File: src/sv/fpba_pkg.sv
// ----------------------------------------------------------------------------
// fpba_pkg
// Types, codes and defaults shared by the fit-policy block allocator.
// ----------------------------------------------------------------------------
package fpba_pkg;

  // default table geometry
  localparam int BLOCKS_DEF    = 16;
  localparam int SIZE_BITS_DEF = 16;

  // configuration port geometry
  localparam int CFG_ADDR_W = 2;
  localparam int CFG_DATA_W = 5;

  // blocks_in_use after reset
  localparam logic [4:0] BLOCKS_IN_USE_RST = 5'd16;

  // configuration register indexes
  typedef enum logic [CFG_ADDR_W-1:0] {
    REG_FIT_POLICY    = 2'd0,
    REG_BLOCKS_IN_USE = 2'd1
  } fpba_reg_t;

  // placement policies
  typedef enum logic [1:0] {
    FIT_FIRST = 2'd0,
    FIT_NEXT  = 2'd1,
    FIT_BEST  = 2'd2,
    FIT_WORST = 2'd3
  } fpba_policy_t;

  // request kinds
  typedef enum logic {
    ACT_LOAD     = 1'b0,
    ACT_ALLOCATE = 1'b1
  } fpba_action_t;

  // result status codes
  typedef enum logic [1:0] {
    ST_LOADED    = 2'd0,
    ST_ALLOCATED = 2'd1,
    ST_NO_FIT    = 2'd2
  } fpba_status_t;

  // sequencer states
  typedef enum logic [1:0] {
    S_IDLE = 2'd0,
    S_WRAP = 2'd1,
    S_SCAN = 2'd2,
    S_OUT  = 2'd3
  } fpba_state_t;

  // input transaction payload
  typedef struct packed {
    logic        action;
    logic [3:0]  load_index;
    logic [15:0] size_value;
  } fpba_in_t;

  // result transaction payload
  typedef struct packed {
    logic [1:0]  status;
    logic [3:0]  chosen_index;
    logic [15:0] remaining_free;
  } fpba_out_t;

endpackage

File: src/sv/fit_policy_block_allocator.sv
// ----------------------------------------------------------------------------
// fit_policy_block_allocator
// Free-size table with first, next, best and worst fit placement.
// ----------------------------------------------------------------------------
// Usage:
//   in_*  : one transaction loads a block's free size or asks for an
//           allocation; in_ready is high only while the sequencer is idle.
//   out_* : one result transaction per input (status, index, free size left),
//           held in an output register until the receiver takes it.
//   cfg_* : write-only registers, fit_policy and blocks_in_use, written idle.
// Timing:
//   a load, or an allocation with no blocks in use, goes from acceptance
//   straight to the result register; any other allocation first scans the
//   n active entries, and next fit first reduces a start pointer at or above
//   n by repeated subtraction of n until it is below n. The scan is done by
//   the shared compare/subtract unit, one table entry per cycle.
// Reset:
//   every entry reads as zero (valid bits cleared), pointer, control and
//   configuration registers return to their defaults; no clearing pass is needed.
// Stall:
//   a finished result waits in a holding register while the output register
//   is full; the next input is taken as soon as that result has moved on.
// ----------------------------------------------------------------------------
module fit_policy_block_allocator #(
  parameter int BLOCKS    = fpba_pkg::BLOCKS_DEF,
  parameter int SIZE_BITS = fpba_pkg::SIZE_BITS_DEF
) (
  input  logic                            clk,
  input  logic                            rst_n,
  input  logic                            in_valid,
  output logic                            in_ready,
  input  fpba_pkg::fpba_in_t              in_data,
  output logic                            out_valid,
  input  logic                            out_ready,
  output fpba_pkg::fpba_out_t             out_data,
  input  logic                            cfg_we,
  input  logic [fpba_pkg::CFG_ADDR_W-1:0] cfg_addr,
  input  logic [fpba_pkg::CFG_DATA_W-1:0] cfg_wdata
);
  import fpba_pkg::*;

  localparam int IDX_W = $clog2(BLOCKS);
  localparam int CNT_W = $clog2(BLOCKS + 1);

  // control and datapath registers
  fpba_state_t            state_r, state_nxt;
  fpba_policy_t           policy_r;
  logic [4:0]             bu_r;
  logic [SIZE_BITS-1:0]   req_size_r, req_size_nxt;
  logic [IDX_W-1:0]       next_start_r, next_start_nxt;
  logic [IDX_W-1:0]       addr_r, addr_nxt;
  logic [CNT_W-1:0]       cnt_r, cnt_nxt;
  logic                   rd_pend_r, rd_pend_nxt;
  logic [IDX_W-1:0]       rd_idx_r, rd_idx_nxt;
  logic [SIZE_BITS-1:0]   rd_data_r;
  logic                   rd_ent_vld_r;
  logic                   found_r, found_nxt;
  logic [IDX_W-1:0]       pick_r, pick_nxt;
  logic [SIZE_BITS-1:0]   best_r, best_nxt;
  fpba_out_t              res_r, res_nxt;
  logic                   out_valid_r, out_valid_nxt;
  fpba_out_t              out_data_r, out_data_nxt;
  logic [BLOCKS-1:0]      vld_r;

  // table storage and write port
  logic [SIZE_BITS-1:0]   mem [BLOCKS];
  logic                   wr_en;
  logic [IDX_W-1:0]       wr_addr;
  logic [SIZE_BITS-1:0]   wr_data;

  // decoded values
  logic [CNT_W-1:0]       n_act;
  logic [SIZE_BITS-1:0]   size_in;
  logic                   load_in_range;
  logic                   in_xact;
  logic                   out_free;
  logic                   issue;
  logic                   scan_done;
  logic                   wrap_sub;
  logic [SIZE_BITS-1:0]   rd_free;
  logic [SIZE_BITS:0]     diff;
  logic                   fits;
  logic [SIZE_BITS-1:0]   left;
  logic                   take;

  // active entry count, clamped to the table
  always_comb begin
    if (32'(bu_r) > 32'(BLOCKS)) begin
      n_act = CNT_W'(BLOCKS);
    end else begin
      n_act = CNT_W'(bu_r);
    end
  end

  assign size_in       = SIZE_BITS'(in_data.size_value);
  assign load_in_range = 32'(in_data.load_index) < 32'(BLOCKS);
  assign in_ready      = (state_r == S_IDLE);
  assign in_xact       = in_valid && in_ready;
  assign out_free      = !out_valid_r || out_ready;
  assign issue         = (cnt_r != n_act);
  assign scan_done     = !issue && !rd_pend_r;
  assign wrap_sub      = CNT_W'(addr_r) >= n_act;

  // shared compare/subtract unit on the entry just read
  assign rd_free = rd_ent_vld_r ? rd_data_r : '0;
  assign diff    = {1'b0, rd_free} - {1'b0, req_size_r};
  assign fits    = !diff[SIZE_BITS];
  assign left    = diff[SIZE_BITS-1:0];
  assign take    = rd_pend_r && fits &&
                   (!found_r ||
                    (policy_r == FIT_BEST  && left < best_r) ||
                    (policy_r == FIT_WORST && left > best_r));

  // next state
  always_comb begin
    state_nxt = state_r;
    unique case (state_r)
      S_IDLE: begin
        if (in_xact) begin
          if (in_data.action == ACT_LOAD || n_act == '0) begin
            state_nxt = S_OUT;
          end else if (policy_r == FIT_NEXT) begin
            state_nxt = S_WRAP;
          end else begin
            state_nxt = S_SCAN;
          end
        end
      end
      S_WRAP: begin
        if (!wrap_sub) begin
          state_nxt = S_SCAN;
        end
      end
      S_SCAN: begin
        if (scan_done) begin
          state_nxt = S_OUT;
        end
      end
      S_OUT: begin
        if (out_free) begin
          state_nxt = S_IDLE;
        end
      end
      default: state_nxt = S_IDLE;
    endcase
  end

  // datapath and outputs
  always_comb begin
    req_size_nxt   = req_size_r;
    next_start_nxt = next_start_r;
    addr_nxt       = addr_r;
    cnt_nxt        = cnt_r;
    rd_pend_nxt    = 1'b0;
    rd_idx_nxt     = addr_r;
    found_nxt      = found_r;
    pick_nxt       = pick_r;
    best_nxt       = best_r;
    res_nxt        = res_r;
    out_valid_nxt  = out_valid_r;
    out_data_nxt   = out_data_r;
    wr_en          = 1'b0;
    wr_addr        = pick_r;
    wr_data        = best_r;

    // result leaves the output register
    if (out_valid_r && out_ready) begin
      out_valid_nxt = 1'b0;
    end

    unique case (state_r)
      S_IDLE: begin
        if (in_xact) begin
          if (in_data.action == ACT_LOAD) begin
            res_nxt.status       = ST_LOADED;
            res_nxt.chosen_index = in_data.load_index;
            if (load_in_range) begin
              wr_en                  = 1'b1;
              wr_addr                = IDX_W'(in_data.load_index);
              wr_data                = size_in;
              res_nxt.remaining_free = 16'(size_in);
            end else begin
              res_nxt.remaining_free = '0;
            end
          end else begin
            req_size_nxt = size_in;
            found_nxt    = 1'b0;
            cnt_nxt      = '0;
            addr_nxt     = (policy_r == FIT_NEXT) ? next_start_r : '0;
            res_nxt.status         = ST_NO_FIT;
            res_nxt.chosen_index   = '0;
            res_nxt.remaining_free = '0;
          end
        end
      end
      S_WRAP: begin
        // reduce the start pointer below the active count
        if (wrap_sub) begin
          addr_nxt = IDX_W'(CNT_W'(addr_r) - n_act);
        end
      end
      S_SCAN: begin
        // issue one read per cycle with wrap at the active count
        if (issue) begin
          cnt_nxt     = cnt_r + CNT_W'(1);
          rd_pend_nxt = 1'b1;
          if (CNT_W'(addr_r) + CNT_W'(1) == n_act) begin
            addr_nxt = '0;
          end else begin
            addr_nxt = addr_r + IDX_W'(1);
          end
        end
        // keep the candidate under the current policy
        if (take) begin
          found_nxt = 1'b1;
          pick_nxt  = rd_idx_r;
          best_nxt  = left;
        end
        // write back the chosen entry, if any, and form the result
        if (scan_done) begin
          if (found_r) begin
            wr_en = 1'b1;
            if (policy_r == FIT_NEXT) begin
              next_start_nxt = pick_r;
            end
            res_nxt.status         = ST_ALLOCATED;
            res_nxt.chosen_index   = 4'(pick_r);
            res_nxt.remaining_free = 16'(best_r);
          end else begin
            res_nxt.status         = ST_NO_FIT;
            res_nxt.chosen_index   = '0;
            res_nxt.remaining_free = '0;
          end
        end
      end
      S_OUT: begin
        if (out_free) begin
          out_valid_nxt = 1'b1;
          out_data_nxt  = res_r;
        end
      end
      default: begin
        out_valid_nxt = out_valid_r;
      end
    endcase
  end

  // control registers
  always_ff @(posedge clk) begin
    if (!rst_n) begin
      state_r      <= S_IDLE;
      next_start_r <= '0;
      out_valid_r  <= 1'b0;
      rd_pend_r    <= 1'b0;
      found_r      <= 1'b0;
      cnt_r        <= '0;
    end else begin
      state_r      <= state_nxt;
      next_start_r <= next_start_nxt;
      out_valid_r  <= out_valid_nxt;
      rd_pend_r    <= rd_pend_nxt;
      found_r      <= found_nxt;
      cnt_r        <= cnt_nxt;
    end
  end

  // payload registers
  always_ff @(posedge clk) begin
    req_size_r <= req_size_nxt;
    addr_r     <= addr_nxt;
    rd_idx_r   <= rd_idx_nxt;
    pick_r     <= pick_nxt;
    best_r     <= best_nxt;
    res_r      <= res_nxt;
    out_data_r <= out_data_nxt;
  end

  // configuration registers
  always_ff @(posedge clk) begin
    if (!rst_n) begin
      policy_r <= FIT_FIRST;
      bu_r     <= BLOCKS_IN_USE_RST;
    end else if (cfg_we) begin
      priority case (cfg_addr)
        REG_FIT_POLICY:    policy_r <= fpba_policy_t'(cfg_wdata[1:0]);
        REG_BLOCKS_IN_USE: bu_r     <= cfg_wdata[4:0];
        default:           bu_r     <= bu_r;
      endcase
    end
  end

  // entry valid bits, cleared at reset
  always_ff @(posedge clk) begin
    if (!rst_n) begin
      vld_r <= '0;
    end else if (wr_en) begin
      vld_r[wr_addr] <= 1'b1;
    end
  end

  // table memory with registered read
  always_ff @(posedge clk) begin
    if (wr_en) begin
      mem[wr_addr] <= wr_data;
    end
    rd_data_r    <= mem[addr_r];
    rd_ent_vld_r <= vld_r[addr_r];
  end

  assign out_valid = out_valid_r;
  assign out_data  = out_data_r;

`ifndef ASSERT_OFF
  // a kept candidate always lies inside the searched range
  a_pick_in_range: assert property (@(posedge clk) disable iff (!rst_n)
    (state_r == S_SCAN && found_r) |-> (CNT_W'(pick_r) < n_act))
    else $error("candidate index outside active range");

  // the read counter never runs past the active count
  a_cnt_bound: assert property (@(posedge clk) disable iff (!rst_n)
    (state_r == S_SCAN) |-> (cnt_r <= n_act))
    else $error("scan counter past active count");

  // start reduction only runs with a nonzero active count
  a_wrap_nonzero: assert property (@(posedge clk) disable iff (!rst_n)
    (state_r == S_WRAP) |-> (n_act != '0))
    else $error("start reduction with empty table");

  // a scan write-back only happens for a found block
  a_wb_found: assert property (@(posedge clk) disable iff (!rst_n)
    (state_r == S_SCAN && wr_en) |-> (found_r && scan_done))
    else $error("write-back without a chosen block");

  // a result is never dropped while the output register is full
  a_out_hold: assert property (@(posedge clk) disable iff (!rst_n)
    (state_r == S_OUT && out_valid_r && !out_ready) |=> (state_r == S_OUT))
    else $error("pending result lost while output stalled");
`endif

endmodule
File: config.mk
export PLATFORM = sky130hd
export DESIGN_NAME = fit_policy_block_allocator
export DESIGN_NICKNAME = d
export VERILOG_FILES = /design/src/sv/fpba_pkg.sv /design/src/sv/fit_policy_block_allocator.sv
export SDC_FILE = /design/constraint.sdc
export NUM_CORES = 1
export LEC_CHECK = 0
export BUFFER_PORTS_ARGS = -buffer_cell sky130_fd_sc_hd__buf_2
export CORE_MARGIN = 4
export CORE_UTILIZATION = 55
export DETAILED_ROUTE_END_ITERATION = 8
export PLACE_DENSITY = 0.72
export REMOVE_ABC_BUFFERS = 1
export SYNTH_ARGS = -nofsm -noshare
export SYNTH_HDL_FRONTEND = slang
export SYNTH_SLANG_ARGS = --single-unit
File: constraint.sdc
create_clock -name clk -period 7 [get_ports clk]
set_input_delay 0.7 -clock clk [delete_from_list [all_inputs] [get_ports clk]]
set_output_delay 0.7 -clock clk [all_outputs]
set_load 0.03 [all_outputs]
-- Word-level counts from Yosys, hierarchy flattened
Memory sizes are Yosys's and may differ from the RTL's. A register that Yosys moved wholly into a read port is not among the register bits.
Index checks and enable logic that the tools add are counted.
- flip-flop bits (word level): 126
- bits in latches: 0
- memory bits (writable): 256
- bits in read-only memories: 0
- logic and storage cells: 137
- memories: 1
- memory list (memory ; depth ; bits a word ; read ports ; clocked after memory_dff ; write ports ; RTL line ; source):
    mem ; 16 ; 16 ; 1 ; 1 ; 1 ; fit_policy_block_allocator.sv:66 ; logic [SIZE_BITS-1:0] mem [BLOCKS];
- $add $sub $neg: 5
- multipliers: 0
- div/mod/pow operators: 0
- order comparisons: 7
- equal/unequal tests: 17
- shift operators: 0
- multiplexer cells: 50
- bitwise gates (word level): 2
- reductions and logical operators: 34
- operators with widths (operator ; number):
    $mux 22 ; 4
    $mux 16 ; 4
    $pmux 22 s2 ; 1
    $mux 4 ; 9
    $mux 5 ; 4
    $sub 16x16->17 ; 1
    $gt 16x16->1 ; 1
    $lt 16x16->1 ; 1
    $or 16x16->16 ; 1
    $reduce_and 4->1 ; 4
    $mux 1 ; 15
    $mux 2 ; 6
    $ne 2x2->1 const B ; 6
    $pmux 4 s3 ; 1
    $lt 4x5->1 const B ; 2
    $pmux 5 s2 ; 1
    $reduce_and 2->1 ; 5
    $eq 2x2->1 const B ; 4
    $logic_and 1x1->1 ; 8
    $pmux 2 s4 ; 1
    $eq 2x1->1 const B ; 3
    $reduce_and 3->1 ; 2
    $add 4x1->5 const B ; 1
    $add 5x1->5 const B ; 1
    19 further kinds ; 29

-- Longest topological paths before layout
Gate-level depths: netlist of the first run.
- depth in word-level cells: 9
- mapped depth: 17

-- Least setup slack after synthesis of the first run
OpenSTA, ideal clock, no wires.
- path type: register to register
- start: reg rd_ent_vld_r
- end: reg best_r[0] (enable)
- data arrival time: 4.814 ns
- slack: 1.758 ns
- stages on the path, launching flop included: 16
- path buffers: 1
- clock period less this slack: 5.242 ns
- cell sequence: dfxtp_1 -> clkbuf_1 -> and2_1 -> ha_1 -> a2111o_1 -> o2111ai_1 -> a21oi_1 -> a221oi_1 -> xnor2_1 -> ha_1 -> nand4_1 -> nor3_1 -> a21boi_0 -> nor4b_1 -> mux2i_1 -> a211oi_1
- longest elaborated chain between the ends: 8
- ends and longest elaborated chain (element ; RTL line ; source):
    from (decl) ; fit_policy_block_allocator.sv:56 ; logic rd_ent_vld_r;
    from (signal assigned) ; fit_policy_block_allocator.sv:307 ; rd_ent_vld_r <= vld_r[addr_r];
    $mux 16 * ; fit_policy_block_allocator.sv:105 ; assign rd_free = rd_ent_vld_r ? rd_data_r : '0;
    $sub 16x16->17 * ; fit_policy_block_allocator.sv:106 ; assign diff = {1'b0, rd_free} - {1'b0, req_size_r};
    named net diff[15] ; fit_policy_block_allocator.sv:81 ; logic [SIZE_BITS:0] diff;
    $lt 16x16->1 ; fit_policy_block_allocator.sv:111 ; (policy_r == FIT_BEST && left < best_r) ||
    $logic_and 1x1->1 ; fit_policy_block_allocator.sv:111 ;
    $logic_or 1x1->1 ; fit_policy_block_allocator.sv:110 ; (!found_r ||
    $logic_or 1x1->1 * ; fit_policy_block_allocator.sv:111 ;
    $logic_and 1x1->1 * ; fit_policy_block_allocator.sv:109 ; assign take = rd_pend_r && fits &&
    $reduce_and 2->1 (no line) * ; - ;
    to (signal assigned) ; fit_policy_block_allocator.sv:273 ; best_r <= best_nxt;
    to (decl) ; fit_policy_block_allocator.sv:59 ; logic [SIZE_BITS-1:0] best_r, best_nxt;
Mark *: on every way through the listed nets, which the timed path passes. The rest lies on a longest branch.
A chain may end at the register's enable or synchronous reset.

-- Worst setup path in the final report of the first run
- start: reg rd_ent_vld_r
- end: reg pick_r[3] (enable)
- longest elaborated chain between the ends: 8
- ends and longest elaborated chain (element ; RTL line ; source):
    $mux 16 * ; fit_policy_block_allocator.sv:105 ;
    $sub 16x16->17 * ; fit_policy_block_allocator.sv:106 ;
    named net diff[13] ; fit_policy_block_allocator.sv:81 ;
    $lt 16x16->1 ; fit_policy_block_allocator.sv:111 ;
    $logic_and 1x1->1 ; fit_policy_block_allocator.sv:111 ;
    $logic_or 1x1->1 ; fit_policy_block_allocator.sv:110 ;
    $logic_or 1x1->1 * ; fit_policy_block_allocator.sv:111 ;
    $logic_and 1x1->1 * ; fit_policy_block_allocator.sv:109 ;
    $reduce_and 2->1 (no line) * ; - ;
    to (signal assigned) ; fit_policy_block_allocator.sv:272 ; pick_r <= pick_nxt;
    to (decl) ; fit_policy_block_allocator.sv:58 ; logic [IDX_W-1:0] pick_r, pick_nxt;
Marks and branches as above.

==> impl_results.html, run 1 <==
<table>
<tr><th>Metric</th><th>Value</th></tr>
<tr><th colspan="2">Global routing</th></tr>
<tr><td>Remaining global-route overflow</td><td>0</td></tr>
<tr><td>Number of antenna violations at the first check in global routing</td><td>0</td></tr>
<tr><td>Global-route wire length before repair</td><td>54.5 mm</td></tr>
<tr><td>Pin count of the biggest net entering global routing</td><td>73</td></tr>
<tr><td>Overall global routing resource usage</td><td>21.5%</td></tr>
<tr><td>Vias in the first global route</td><td>9158</td></tr>
<tr><th colspan="2">Route</th></tr>
<tr><td>Average via count per standard cell</td><td>6.03</td></tr>
<tr><td>Met2 WL post-DR</td><td>17.2 mm</td></tr>
<tr><td>Mean routed wirelength per cell</td><td>23.5 um</td></tr>
<tr><td>Detailed route wirelength on metal3</td><td>2.34 mm</td></tr>
<tr><td>Wirelength, routed</td><td>34.9 mm</td></tr>
<tr><td>Wire length on met1</td><td>14.8 mm</td></tr>
<tr><td>Top Metal Used</td><td>met4</td></tr>
<tr><td>Drt drc</td><td>0</td></tr>
<tr><td>Routed via count</td><td>8979</td></tr>
<tr><td>Iteration count of the initial detailed-routing pass</td><td>7</td></tr>
<tr><td>Remaining antenna violation count</td><td>0</td></tr>
<tr><td>First DRT Iteration DRCs</td><td>775</td></tr>
<tr><th colspan="2">Timing</th></tr>
<tr><td>Skew final</td><td>0.0165 ns</td></tr>
<tr><td>Worst slack on hold paths</td><td>0.383 ns</td></tr>
<tr><td>Transition time at the pin with the least slew margin</td><td>1.25 ns</td></tr>
<tr><td>Sum of negative setup slack</td><td>0 ns</td></tr>
<tr><td>Max Slew Vio Count</td><td>0</td></tr>
<tr><td>Final Setup Violations</td><td>0</td></tr>
<tr><td>Post-layout minimum cycle time</td><td>5.05 ns</td></tr>
<tr><td>Setup repair after global routing missed its margin</td><td>no</td></tr>
<tr><td>Number of hold violations in the final report</td><td>0</td></tr>
<tr><td>F_max</td><td>198 MHz</td></tr>
<tr><td>Final Cycle Share</td><td>72.1%</td></tr>
<tr><td>Worst slew margin relative to its limit</td><td>15.9%</td></tr>
<tr><th colspan="2">Final layout</th></tr>
<tr><td>Share of cells above drive strength 1</td><td>22.8%</td></tr>
<tr><td>Final core area utilization</td><td>63.8%</td></tr>
<tr><td>Synthesis-to-finish area growth</td><td>14.2%</td></tr>
<tr><td>Number of filler instances in the final layout</td><td>2060</td></tr>
<tr><td>Number of antenna cells inserted</td><td>0</td></tr>
<tr><td>Number of nets in the layout</td><td>1145</td></tr>
<tr><td>Commonest non-fill, non-tap cells in the layout</td><td>sky130_fd_sc_hd__edfxtp_1 (340), sky130_fd_sc_hd__mux4_2 (85), sky130_fd_sc_hd__dfxtp_1 (58)</td></tr>
<tr><td>Most common cell after layout, fill and taps aside</td><td>sky130_fd_sc_hd__edfxtp_1</td></tr>
<tr><th colspan="2">Critical path</th></tr>
<tr><td>Cell chain of the critical path</td><td>and2_1 &gt; ha_1 &gt; o21a_1 &gt; o31a_1 &gt; o2111ai_1 &gt; a211oi_1 &gt; mux2i_1 &gt; o2111ai_1 &gt; ha_1 &gt; nand4_1 &gt; nor3_1 &gt; a21boi_0 &gt; nor4b_1 &gt; mux2i_1 &gt; a211oi_4</td></tr>
<tr><td>Critical path's slowest cell</td><td>sky130_fd_sc_hd__a211oi_4</td></tr>
<tr><td>Buf/Inv on CP</td><td>0</td></tr>
<tr><td>Peak fanout along the critical path</td><td>20</td></tr>
<tr><td>Critical Path AT</td><td>5.19 ns</td></tr>
<tr><td>Kind of start point of the critical path</td><td>flop</td></tr>
<tr><td>Worst Path Class, Setup</td><td>reg2reg</td></tr>
<tr><td>Required time of the worst setup path</td><td>7.14 ns</td></tr>
<tr><td>Critical Path Sink Type</td><td>flop</td></tr>
<tr><td>CP delay by family, top</td><td>compound AO/OA/AOI/OAI gates</td></tr>
<tr><td>Crit path largest cell delay</td><td>0.90 ns</td></tr>
<tr><th colspan="2">Synthesis</th></tr>
<tr><td>Number of flops mapped to enable cells by yosys</td><td>340</td></tr>
<tr><td>Netlist area before placement</td><td>16600 um^2</td></tr>
<tr><td>Mean Syn Cell Area</td><td>16.8 um^2</td></tr>
<tr><td>Count of cell types in the netlist</td><td>54</td></tr>
<tr><td>Leading area contributor after synthesis</td><td>sky130_fd_sc_hd__edfxtp_1</td></tr>
<tr><td>Primary FF master, synth</td><td>sky130_fd_sc_hd__edfxtp_1</td></tr>
<tr><td>Portion of the post-synthesis area used by sequential elements</td><td>68.7%</td></tr>
<tr><td>Cells taking the most area after synthesis</td><td>sky130_fd_sc_hd__edfxtp_1 (62%), sky130_fd_sc_hd__mux4_2 (12%), sky130_fd_sc_hd__dfxtp_1 (7.0%), sky130_fd_sc_hd__ha_1 (3.2%), sky130_fd_sc_hd__a21oi_1 (1.4%)</td></tr>
<tr><td>Total of warnings raised by yosys</td><td>0</td></tr>
<tr><td>Fraction of synthesized cell area taken by the top area cell type</td><td>61.7%</td></tr>
<tr><td>Flops &amp; latches, synth</td><td>398</td></tr>
<tr><td>Post-Synthesis Cells</td><td>985</td></tr>
<tr><td>Share of synthesized registers carrying an async set or reset</td><td>0%</td></tr>
<tr><th colspan="2">Clock network</th></tr>
<tr><td>Clock-pin transition on the worst setup and hold timing paths</td><td>0.06 ns</td></tr>
<tr><td>Clock tree from TritonCTS</td><td>done</td></tr>
<tr><td>Cts-stage hold buffer count</td><td>0</td></tr>
<tr><td>Clk buf depth</td><td>3</td></tr>
<tr><td>Inserted Clock Buffers</td><td>41</td></tr>
<tr><td>Count of instances resized after the clock tree is built</td><td>0</td></tr>
<tr><td>Buffer cell driving the clock tree root</td><td>sky130_fd_sc_hd__clkbuf_16</td></tr>
<tr><td>Clock sink count</td><td>398</td></tr>
<tr><td>CTS HTree Levels</td><td>2</td></tr>
<tr><td>Number of buffers inserted to repair setup after CTS</td><td>0</td></tr>
<tr><td>Source-to-sink clock delay at the later pin of the worst-skew pair</td><td>0.53 ns</td></tr>
<tr><th colspan="2">Die</th></tr>
<tr><td>Starting density of the core</td><td>55.9%</td></tr>
<tr><td>Die extent in y</td><td>182 um</td></tr>
<tr><td>Number of top-level design ports</td><td>57</td></tr>
<tr><td>Die width</td><td>182 um</td></tr>
<tr><td>Core area</td><td>29600 um^2</td></tr>
<tr><td>Full die area</td><td>32900 um^2</td></tr>
<tr><td>Number of rows in the core area</td><td>63</td></tr>
<tr><th colspan="2">Power</th></tr>
<tr><td>Total power after layout</td><td>6.82 mW</td></tr>
<tr><td>Areal power density over the cells</td><td>361 nW/um^2</td></tr>
<tr><td>Lkg Pwr</td><td>6.59 nW</td></tr>
<tr><td>Peak supply drop</td><td>0.000225 V</td></tr>
<tr><th colspan="2">Outcome</th></tr>
<tr><td>Status</td><td>finished clean</td></tr>
<tr><th colspan="2">Place</th></tr>
<tr><td>HPWL after detailed placement</td><td>21.6 mm</td></tr>
<tr><td>Routability congestion estimate</td><td>0.934</td></tr>
<tr><td>Quantity of I/O buffers inserted on ports</td><td>56</td></tr>
<tr><th colspan="2">Flow run</th></tr>
<tr><td>Max-cap violations</td><td>0</td></tr>
<tr><th colspan="2">Worst hold path</th></tr>
<tr><td>Path category of the worst min-delay check</td><td>in2reg</td></tr>
</table>
[Yosys cell counts, drive strengths merged, types with 2 or more instances]
cell and n:
a2111o 2, a211o 2, a211oi 5, a21boi 2, a21o 6, a21oi 46
a221oi 3, a22o 20, a31oi 9, a32oi 3, and2 16, and3 2
and4 2, buf 14, clkbuf 25, dfxtp 58, edfxtp 340, fa 2
ha 43, inv 48, mux2i 16, mux4 85, nand2 49, nand2b 9
nand3 17, nand3b 6, nand4 6, nor2 22, nor2b 23, nor3 7
nor3b 7, o2111ai 2, o211ai 7, o21a 22, o21ai 26, or2 2
or3 2, xnor2 15, xor2 4
[state kept, by name, summed over array words and instances (netlist names), 5 cells and up]
| signal | count |
|---|---|
| mem | 256 |
| bu_r | 5 |
| vld_r | 16 |
| req_size_r | 16 |
| best_r | 16 |
| res_r | 22 |
| cnt_r | 5 |
| rd_data_r | 16 |
| out_data | 22 |
[where the power goes]
group          internal [mW]  leakage, nW  switching (mW)
combinational          0.700         2.33           0.889
clock                   1.36        0.690           0.875
sequential              2.91         3.57          0.0819
[layout make-up]
cell class	instances	area (um^2)	share of cell area (%)
Inverter	48	180	0.953
Clock buffer	57	1180	6.23
Tap cell	390	488	2.58
Multi-Input combinational cell	500	5020	26.5
Clock inverter	18	231	1.22
Timing Repair Buffer	78	445	2.36
Sequential cell	398	11400	60.1
[per-stage QoR]
| stage | cell area [um^2] | cells | setup WS [ns] |
|---|---|---|---|
| finish | 18900 | 1489 | 1.95 |
| global route | 18900 | 1489 | 1.56 |
| CTS | 18900 | 1489 | 1.94 |
| detailed placement | 17500 | 1414 | 2.00 |
| global placement | 17500 | 1414 | 2.14 |
| floorplan | 16400 | 946 | 1.86 |
[kinds of logic (layout without fill, tap and decap cells)]
logic type	Yosys count	after routing	synth area share (%)
flops	398	398	68.7
compound gates	161	161	6.62
simple gates	174	174	5.56
xor+xnor	19	19	1.00
mux	101	101	12.5
buf+inv	87	201	2.12
fa+ha+maj	45	45	3.49
[metal layers]
metal | up-vias | global-route usage (%)
met5 | - | 0
met4 | 0 | 5.61
met3 | 52 | 2.98
met2 | 321 | 34.9
met1 | 4564 | 31.3
li1 | 4042 | -
[path summary, 6_finish.rpt]
check,slack (ns),to,from,depth (start not counted)
worst max-delay path,1.95,pick_r[3]$_DFFE_PP_,rd_ent_vld_r$_DFF_P_,15
worst min register to register,0.40,pick_r[0]$_DFFE_PP_,rd_idx_r[0]$_DFF_P_,0
worst max register to register,1.95,pick_r[3]$_DFFE_PP_,rd_ent_vld_r$_DFF_P_,15
worst min-delay path,0.38,req_size_r[8]$_DFFE_PP_,in_data[8],1
[worst register-to-register path: cells and delay by family, from the launching register on]
kind | cells | cell delay (ns)
mux | 2 | 0.43
simple gates | 4 | 0.86
flops | 1 | 0.62
fa+ha+maj | 2 | 0.56
compound gates | 7 | 2.20
Power figures use the tool's default switching activity.
==> run 2, diff against run 1 <==
--- a/config.mk
+++ b/config.mk
@@ -5,11 +5,12 @@
 export SDC_FILE = /design/constraint.sdc
 export NUM_CORES = 1
 export LEC_CHECK = 0
+export ABC_AREA = 1
 export BUFFER_PORTS_ARGS = -buffer_cell sky130_fd_sc_hd__buf_2
 export CORE_MARGIN = 4
 export CORE_UTILIZATION = 55
 export DETAILED_ROUTE_END_ITERATION = 8
-export PLACE_DENSITY = 0.72
+export PLACE_DENSITY = 0.75
 export REMOVE_ABC_BUFFERS = 1
 export SYNTH_ARGS = -nofsm -noshare
 export SYNTH_HDL_FRONTEND = slang
==> constraint.sdc (replaced) <==
create_clock -name clk -period 4.06 [get_ports clk]
set_input_delay 0.406 -clock clk [delete_from_list [all_inputs] [get_ports clk]]
set_output_delay 0.406 -clock clk [all_outputs]
set_load 0.03 [all_outputs]
==> impl_results.html, run 2 <==
<table>
<tr><th>Metric</th><th>Value</th></tr>
<tr><th colspan="2">Power</th></tr>
<tr><td>Total power after layout</td><td>13.0 mW (+91%)</td></tr>
<tr><td>Switching power share of the total</td><td>35.6% (+8.6 points)</td></tr>
<tr><td>Internal power summed over all cells</td><td>8.39 mW (+69%)</td></tr>
<tr><td>Peak supply drop</td><td>0.000381 V (+70%)</td></tr>
<tr><td>Clock network fraction of design power</td><td>26.7% (-6.1 points)</td></tr>
<tr><td>Areal power density over the cells</td><td>683 nW/um^2 (+89%)</td></tr>
<tr><td>Switch Pwr</td><td>4.65 mW (+150%)</td></tr>
<tr><td>Proportion of power drawn by combinational gates</td><td>33.4% (+10 points)</td></tr>
<tr><td>Lkg Pwr</td><td>7.16 nW (+8.6%)</td></tr>
<tr><td>Flop pwr share</td><td>39.9% (-4.0 points)</td></tr>
<tr><th colspan="2">Synthesis</th></tr>
<tr><td>Primary FF master, synth</td><td>sky130_fd_sc_hd__edfxtp_1</td></tr>
<tr><td>Count of cell types in the netlist</td><td>42 (-22%)</td></tr>
<tr><td>Share of synthesized registers carrying an async set or reset</td><td>0% (unchanged)</td></tr>
<tr><td>Netlist area before placement</td><td>17000 um^2 (+2.4%)</td></tr>
<tr><td>Fraction of synthesized cell area taken by the top area cell type</td><td>60.2% (-1.4 points)</td></tr>
<tr><td>Flops &amp; latches, synth</td><td>398 (unchanged)</td></tr>
<tr><td>Leading area contributor after synthesis</td><td>sky130_fd_sc_hd__edfxtp_1</td></tr>
<tr><td>Total of warnings raised by yosys</td><td>0 (unchanged)</td></tr>
<tr><td>Post-Synthesis Cells</td><td>1508 (+53%)</td></tr>
<tr><td>Mean Syn Cell Area</td><td>11.2 um^2 (-33%)</td></tr>
<tr><td>Portion of the post-synthesis area used by sequential elements</td><td>67.1% (-1.6 points)</td></tr>
<tr><td>Most common cell in the netlist</td><td>sky130_fd_sc_hd__edfxtp_1</td></tr>
<tr><td>Cells taking the most area after synthesis</td><td>sky130_fd_sc_hd__edfxtp_1 (60%), sky130_fd_sc_hd__dfxtp_1 (6.8%), sky130_fd_sc_hd__o21ai_0 (5.3%), sky130_fd_sc_hd__nor2_1 (4.8%), sky130_fd_sc_hd__o22ai_1 (4.2%)</td></tr>
<tr><td>Most instantiated cells after synthesis</td><td>sky130_fd_sc_hd__edfxtp_1 (340), sky130_fd_sc_hd__nor2_1 (217), sky130_fd_sc_hd__o21ai_0 (180)</td></tr>
<tr><td>Number of flops mapped to enable cells by yosys</td><td>340 (unchanged)</td></tr>
<tr><th colspan="2">Timing</th></tr>
<tr><td>Skew final</td><td>0.0179 ns (+0.00143 ns)</td></tr>
<tr><td>Setup repair after global routing missed its margin</td><td>no</td></tr>
<tr><td>Final Setup Violations</td><td>0 (unchanged)</td></tr>
<tr><td>Worst slew margin relative to its limit</td><td>6.34% (-9.6 points)</td></tr>
<tr><td>F_max</td><td>267 MHz (+35%)</td></tr>
<tr><td>Transition time at the pin with the least slew margin</td><td>1.40 ns (+0.152 ns)</td></tr>
<tr><td>Max Slew Vio Count</td><td>0 (unchanged)</td></tr>
<tr><td>Number of hold violations in the final report</td><td>0 (unchanged)</td></tr>
<tr><td>Post-layout minimum cycle time</td><td>3.75 ns (-1.30 ns)</td></tr>
<tr><td>Final Cycle Share</td><td>92.4% (+20 points)</td></tr>
<tr><th colspan="2">Route</th></tr>
<tr><td>Wirelength, routed</td><td>40.3 mm (+15%)</td></tr>
<tr><td>Remaining antenna violation count</td><td>0 (unchanged)</td></tr>
<tr><td>Average via count per standard cell</td><td>5.82 (-3.5%)</td></tr>
<tr><td>First DRT Iteration DRCs</td><td>1576 (+100%)</td></tr>
<tr><td>Routed via count</td><td>11669 (+30%)</td></tr>
<tr><td>Mean routed wirelength per cell</td><td>20.1 um (-14%)</td></tr>
<tr><td>Drt drc</td><td>0 (unchanged)</td></tr>
<tr><td>Iteration count of the initial detailed-routing pass</td><td>5 (-2)</td></tr>
<tr><th colspan="2">Critical path</th></tr>
<tr><td>Most used cell along the critical path</td><td>sky130_fd_sc_hd__nand2_1</td></tr>
<tr><td>Kind of start point of the critical path</td><td>flop</td></tr>
<tr><td>Critical Path AT</td><td>3.97 ns (-1.22 ns)</td></tr>
<tr><td>Cell chain of the critical path</td><td>nand2_1 &gt; ha_1 &gt; fa_1 &gt; o21ai_1 &gt; nand2_1 &gt; nand2_1 &gt; a21oi_1 &gt; o21bai_1 &gt; xor2_1 &gt; ha_1 &gt; nand2_1 &gt; o21bai_1 &gt; nand2_1 &gt; a21oi_1 &gt; nand3_1 &gt; nand3_1 &gt; nand2_1 &gt; nor2_1 &gt; buf_4</td></tr>
<tr><td>Buf/Inv on CP</td><td>1 (+1)</td></tr>
<tr><td>Peak fanout along the critical path</td><td>20 (unchanged)</td></tr>
<tr><td>Launch point of the worst reg-to-reg path</td><td>rd_ent_vld_r$_DFF_P_</td></tr>
<tr><td>Count of cells along the worst register-to-register path</td><td>19 (+4)</td></tr>
<tr><td>Crit path largest cell delay</td><td>0.41 ns (-0.49 ns)</td></tr>
<tr><td>CP delay by family, top</td><td>adder cells</td></tr>
<tr><td>Critical path's slowest cell</td><td>sky130_fd_sc_hd__fa_1</td></tr>
<tr><td>Capture point of the worst reg-to-reg path</td><td>best_r[12]$_DFFE_PP_</td></tr>
<tr><td>R2R Setup Slk</td><td>0.31 ns (-1.64 ns)</td></tr>
<tr><td>Worst Path Class, Setup</td><td>reg2reg</td></tr>
<tr><td>Critical Path Sink Type</td><td>flop</td></tr>
<tr><td>Required time of the worst setup path</td><td>4.28 ns (-2.86 ns)</td></tr>
<tr><th colspan="2">Global routing</th></tr>
<tr><td>Global-route wire length before repair</td><td>62.5 mm (+15%)</td></tr>
<tr><td>Number of antenna violations at the first check in global routing</td><td>2 (+2)</td></tr>
<tr><td>Pin count of the biggest net entering global routing</td><td>140 (+92%)</td></tr>
<tr><td>Remaining global-route overflow</td><td>0 (unchanged)</td></tr>
<tr><td>Vias in the first global route</td><td>11173 (+22%)</td></tr>
<tr><td>Overall global routing resource usage</td><td>23.8% (+2.3 points)</td></tr>
<tr><th colspan="2">Clock network</th></tr>
<tr><td>Buffer cell driving the clock tree root</td><td>sky130_fd_sc_hd__clkbuf_16</td></tr>
<tr><td>CTS HTree Levels</td><td>2 (unchanged)</td></tr>
<tr><td>Count of instances resized after the clock tree is built</td><td>0 (unchanged)</td></tr>
<tr><td>Source-to-sink clock delay at the later pin of the worst-skew pair</td><td>0.54 ns (about the same)</td></tr>
<tr><td>Clk buf depth</td><td>3 (unchanged)</td></tr>
<tr><td>Inserted Clock Buffers</td><td>40 (-2.4%)</td></tr>
<tr><td>Number of buffers inserted to repair setup after CTS</td><td>0 (unchanged)</td></tr>
<tr><td>Cts-stage hold buffer count</td><td>0 (unchanged)</td></tr>
<tr><td>Clock-pin transition on the worst setup and hold timing paths</td><td>0.06 ns (about the same)</td></tr>
<tr><td>Clock sink count</td><td>398 (unchanged)</td></tr>
<tr><td>Clock tree from TritonCTS</td><td>done</td></tr>
<tr><th colspan="2">Final layout</th></tr>
<tr><td>Number of filler instances in the final layout</td><td>2287 (+11%)</td></tr>
<tr><td>Sequential cell area</td><td>11400 um^2 (unchanged)</td></tr>
<tr><td>Area taken by multi-input logic gates</td><td>4790 um^2 (-4.5%)</td></tr>
<tr><td>Commonest non-fill, non-tap cells in the layout</td><td>sky130_fd_sc_hd__edfxtp_1 (340), sky130_fd_sc_hd__nor2_1 (215), sky130_fd_sc_hd__o21ai_0 (179)</td></tr>
<tr><td>Synthesis-to-finish area growth</td><td>12.5%</td></tr>
<tr><td>Number of nets in the layout</td><td>1656 (+45%)</td></tr>
<tr><td>Register with the highest flop count</td><td>mem</td></tr>
<tr><td>Most common cell after layout, fill and taps aside</td><td>sky130_fd_sc_hd__edfxtp_1</td></tr>
<tr><td>Final design area excluding fillers</td><td>19100 um^2 (+0.91%)</td></tr>
<tr><td>Flip-flop count of the largest register after layout</td><td>256 (unchanged)</td></tr>
<tr><td>Share of cells above drive strength 1</td><td>11.9% (-11 points)</td></tr>
<tr><td>Number of antenna cells inserted</td><td>0 (unchanged)</td></tr>
<tr><th colspan="2">Die</th></tr>
<tr><td>Die extent in y</td><td>184 um (+1.1%)</td></tr>
<tr><td>Full die area</td><td>33700 um^2 (+2.3%)</td></tr>
<tr><td>Starting density of the core</td><td>55.6% (-0.30 points)</td></tr>
<tr><td>Die width</td><td>184 um (+1.1%)</td></tr>
<tr><td>Number of rows in the core area</td><td>64 (+1.6%)</td></tr>
<tr><td>Number of top-level design ports</td><td>57 (unchanged)</td></tr>
<tr><td>Core area</td><td>30500 um^2 (+2.9%)</td></tr>
<tr><th colspan="2">Worst hold path</th></tr>
<tr><td>End point of the most critical hold path</td><td>req_size_r[2]$_DFFE_PP_</td></tr>
<tr><td>Hold path start</td><td>in_data[2]</td></tr>
<tr><td>Min-Delay Path Depth</td><td>1 (unchanged)</td></tr>
<tr><td>Path category of the worst min-delay check</td><td>in2reg</td></tr>
<tr><th colspan="2">Outcome</th></tr>
<tr><td>Status</td><td>finished clean</td></tr>
<tr><th colspan="2">Place</th></tr>
<tr><td>Instance area after placement</td><td>17800 um^2 (+1.8%)</td></tr>
<tr><td>Quantity of I/O buffers inserted on ports</td><td>56 (unchanged)</td></tr>
<tr><td>Routability congestion estimate</td><td>0.856 (-8.4%)</td></tr>
<tr><td>HPWL after detailed placement</td><td>24.4 mm (+13%)</td></tr>
<tr><th colspan="2">Flow run</th></tr>
<tr><td>Max-cap violations</td><td>0 (unchanged)</td></tr>
</table>
## run 2: cells by family after synthesis
| family | count (synthesis) | synth area share (%) |
|---|---|---|
| simple gates | 438 | 10.5 |
| flops | 398 | 67.1 |
| compound gates | 390 | 12.9 |
| buf+inv | 213 | 4.89 |
| fa+ha+maj | 45 | 3.41 |
| xor+xnor | 24 | 1.24 |
## run 2: routing by layer
layer	vias to the layer above	wire [um]	track usage, %
met5	-	27	0
met4	4	993	6.62
met3	83	3420	3.90
met2	529	19400	39.6
met1	5588	16400	32.8
li1	5465	-	-
## run 2: layout make-up
cell class | count | area share, %
flip-flops and latches | 398 | 59.6
multi-input cells | 897 | 25.1
clock buffers | 52 | 5.69
repair buffers | 100 | 3.40
inverters | 141 | 2.79
well taps | 396 | 2.60
clock inverters | 21 | 0.833
## run 2: how the worst max path moves through the flow
stage,to,slack (ns),cells past startpoint,startpoint
finish,best_r[12]$_DFFE_PP_,0.31,19,rd_ent_vld_r$_DFF_P_
global route,best_r[2]$_DFFE_PP_,0.05,19,rd_ent_vld_r$_DFF_P_
CTS,best_r[2]$_DFFE_PP_,0.18,19,rd_ent_vld_r$_DFF_P_
detailed placement,best_r[2]$_DFFE_PP_,0.18,19,rd_ent_vld_r$_DFF_P_
global placement,best_r[4]$_DFFE_PP_,0.32,19,rd_ent_vld_r$_DFF_P_
floorplan,addr_r[2]$_DFFE_PP_,-1.79,8,addr_r[0]$_DFFE_PP_
## run 2: through the flow
step,utilization (%),instances,setup WS (ns),TNS (ns),hold WS [ns]
after floorplan,-,1436,-1.79,-45.41,0.386
after global placement,58.4,1932,0.317,0,0.389
after detailed placement,58.4,1932,0.184,0,0.389
after CTS,62.5,2005,0.184,0,0.0500
after global routing,62.5,2005,0.0490,0,0.0502
final,62.5,2005,0.308,0,0.0613
## run 2: power by group through the flow
stage	clock, mW	sequential (mW)	combinational (mW)
floorplan	0	5.52	2.61
global placement	0	5.27	4.11
detailed placement	0	5.29	4.26
CTS	3.52	5.21	4.29
global route	3.71	5.23	4.84
finish	3.48	5.20	4.35
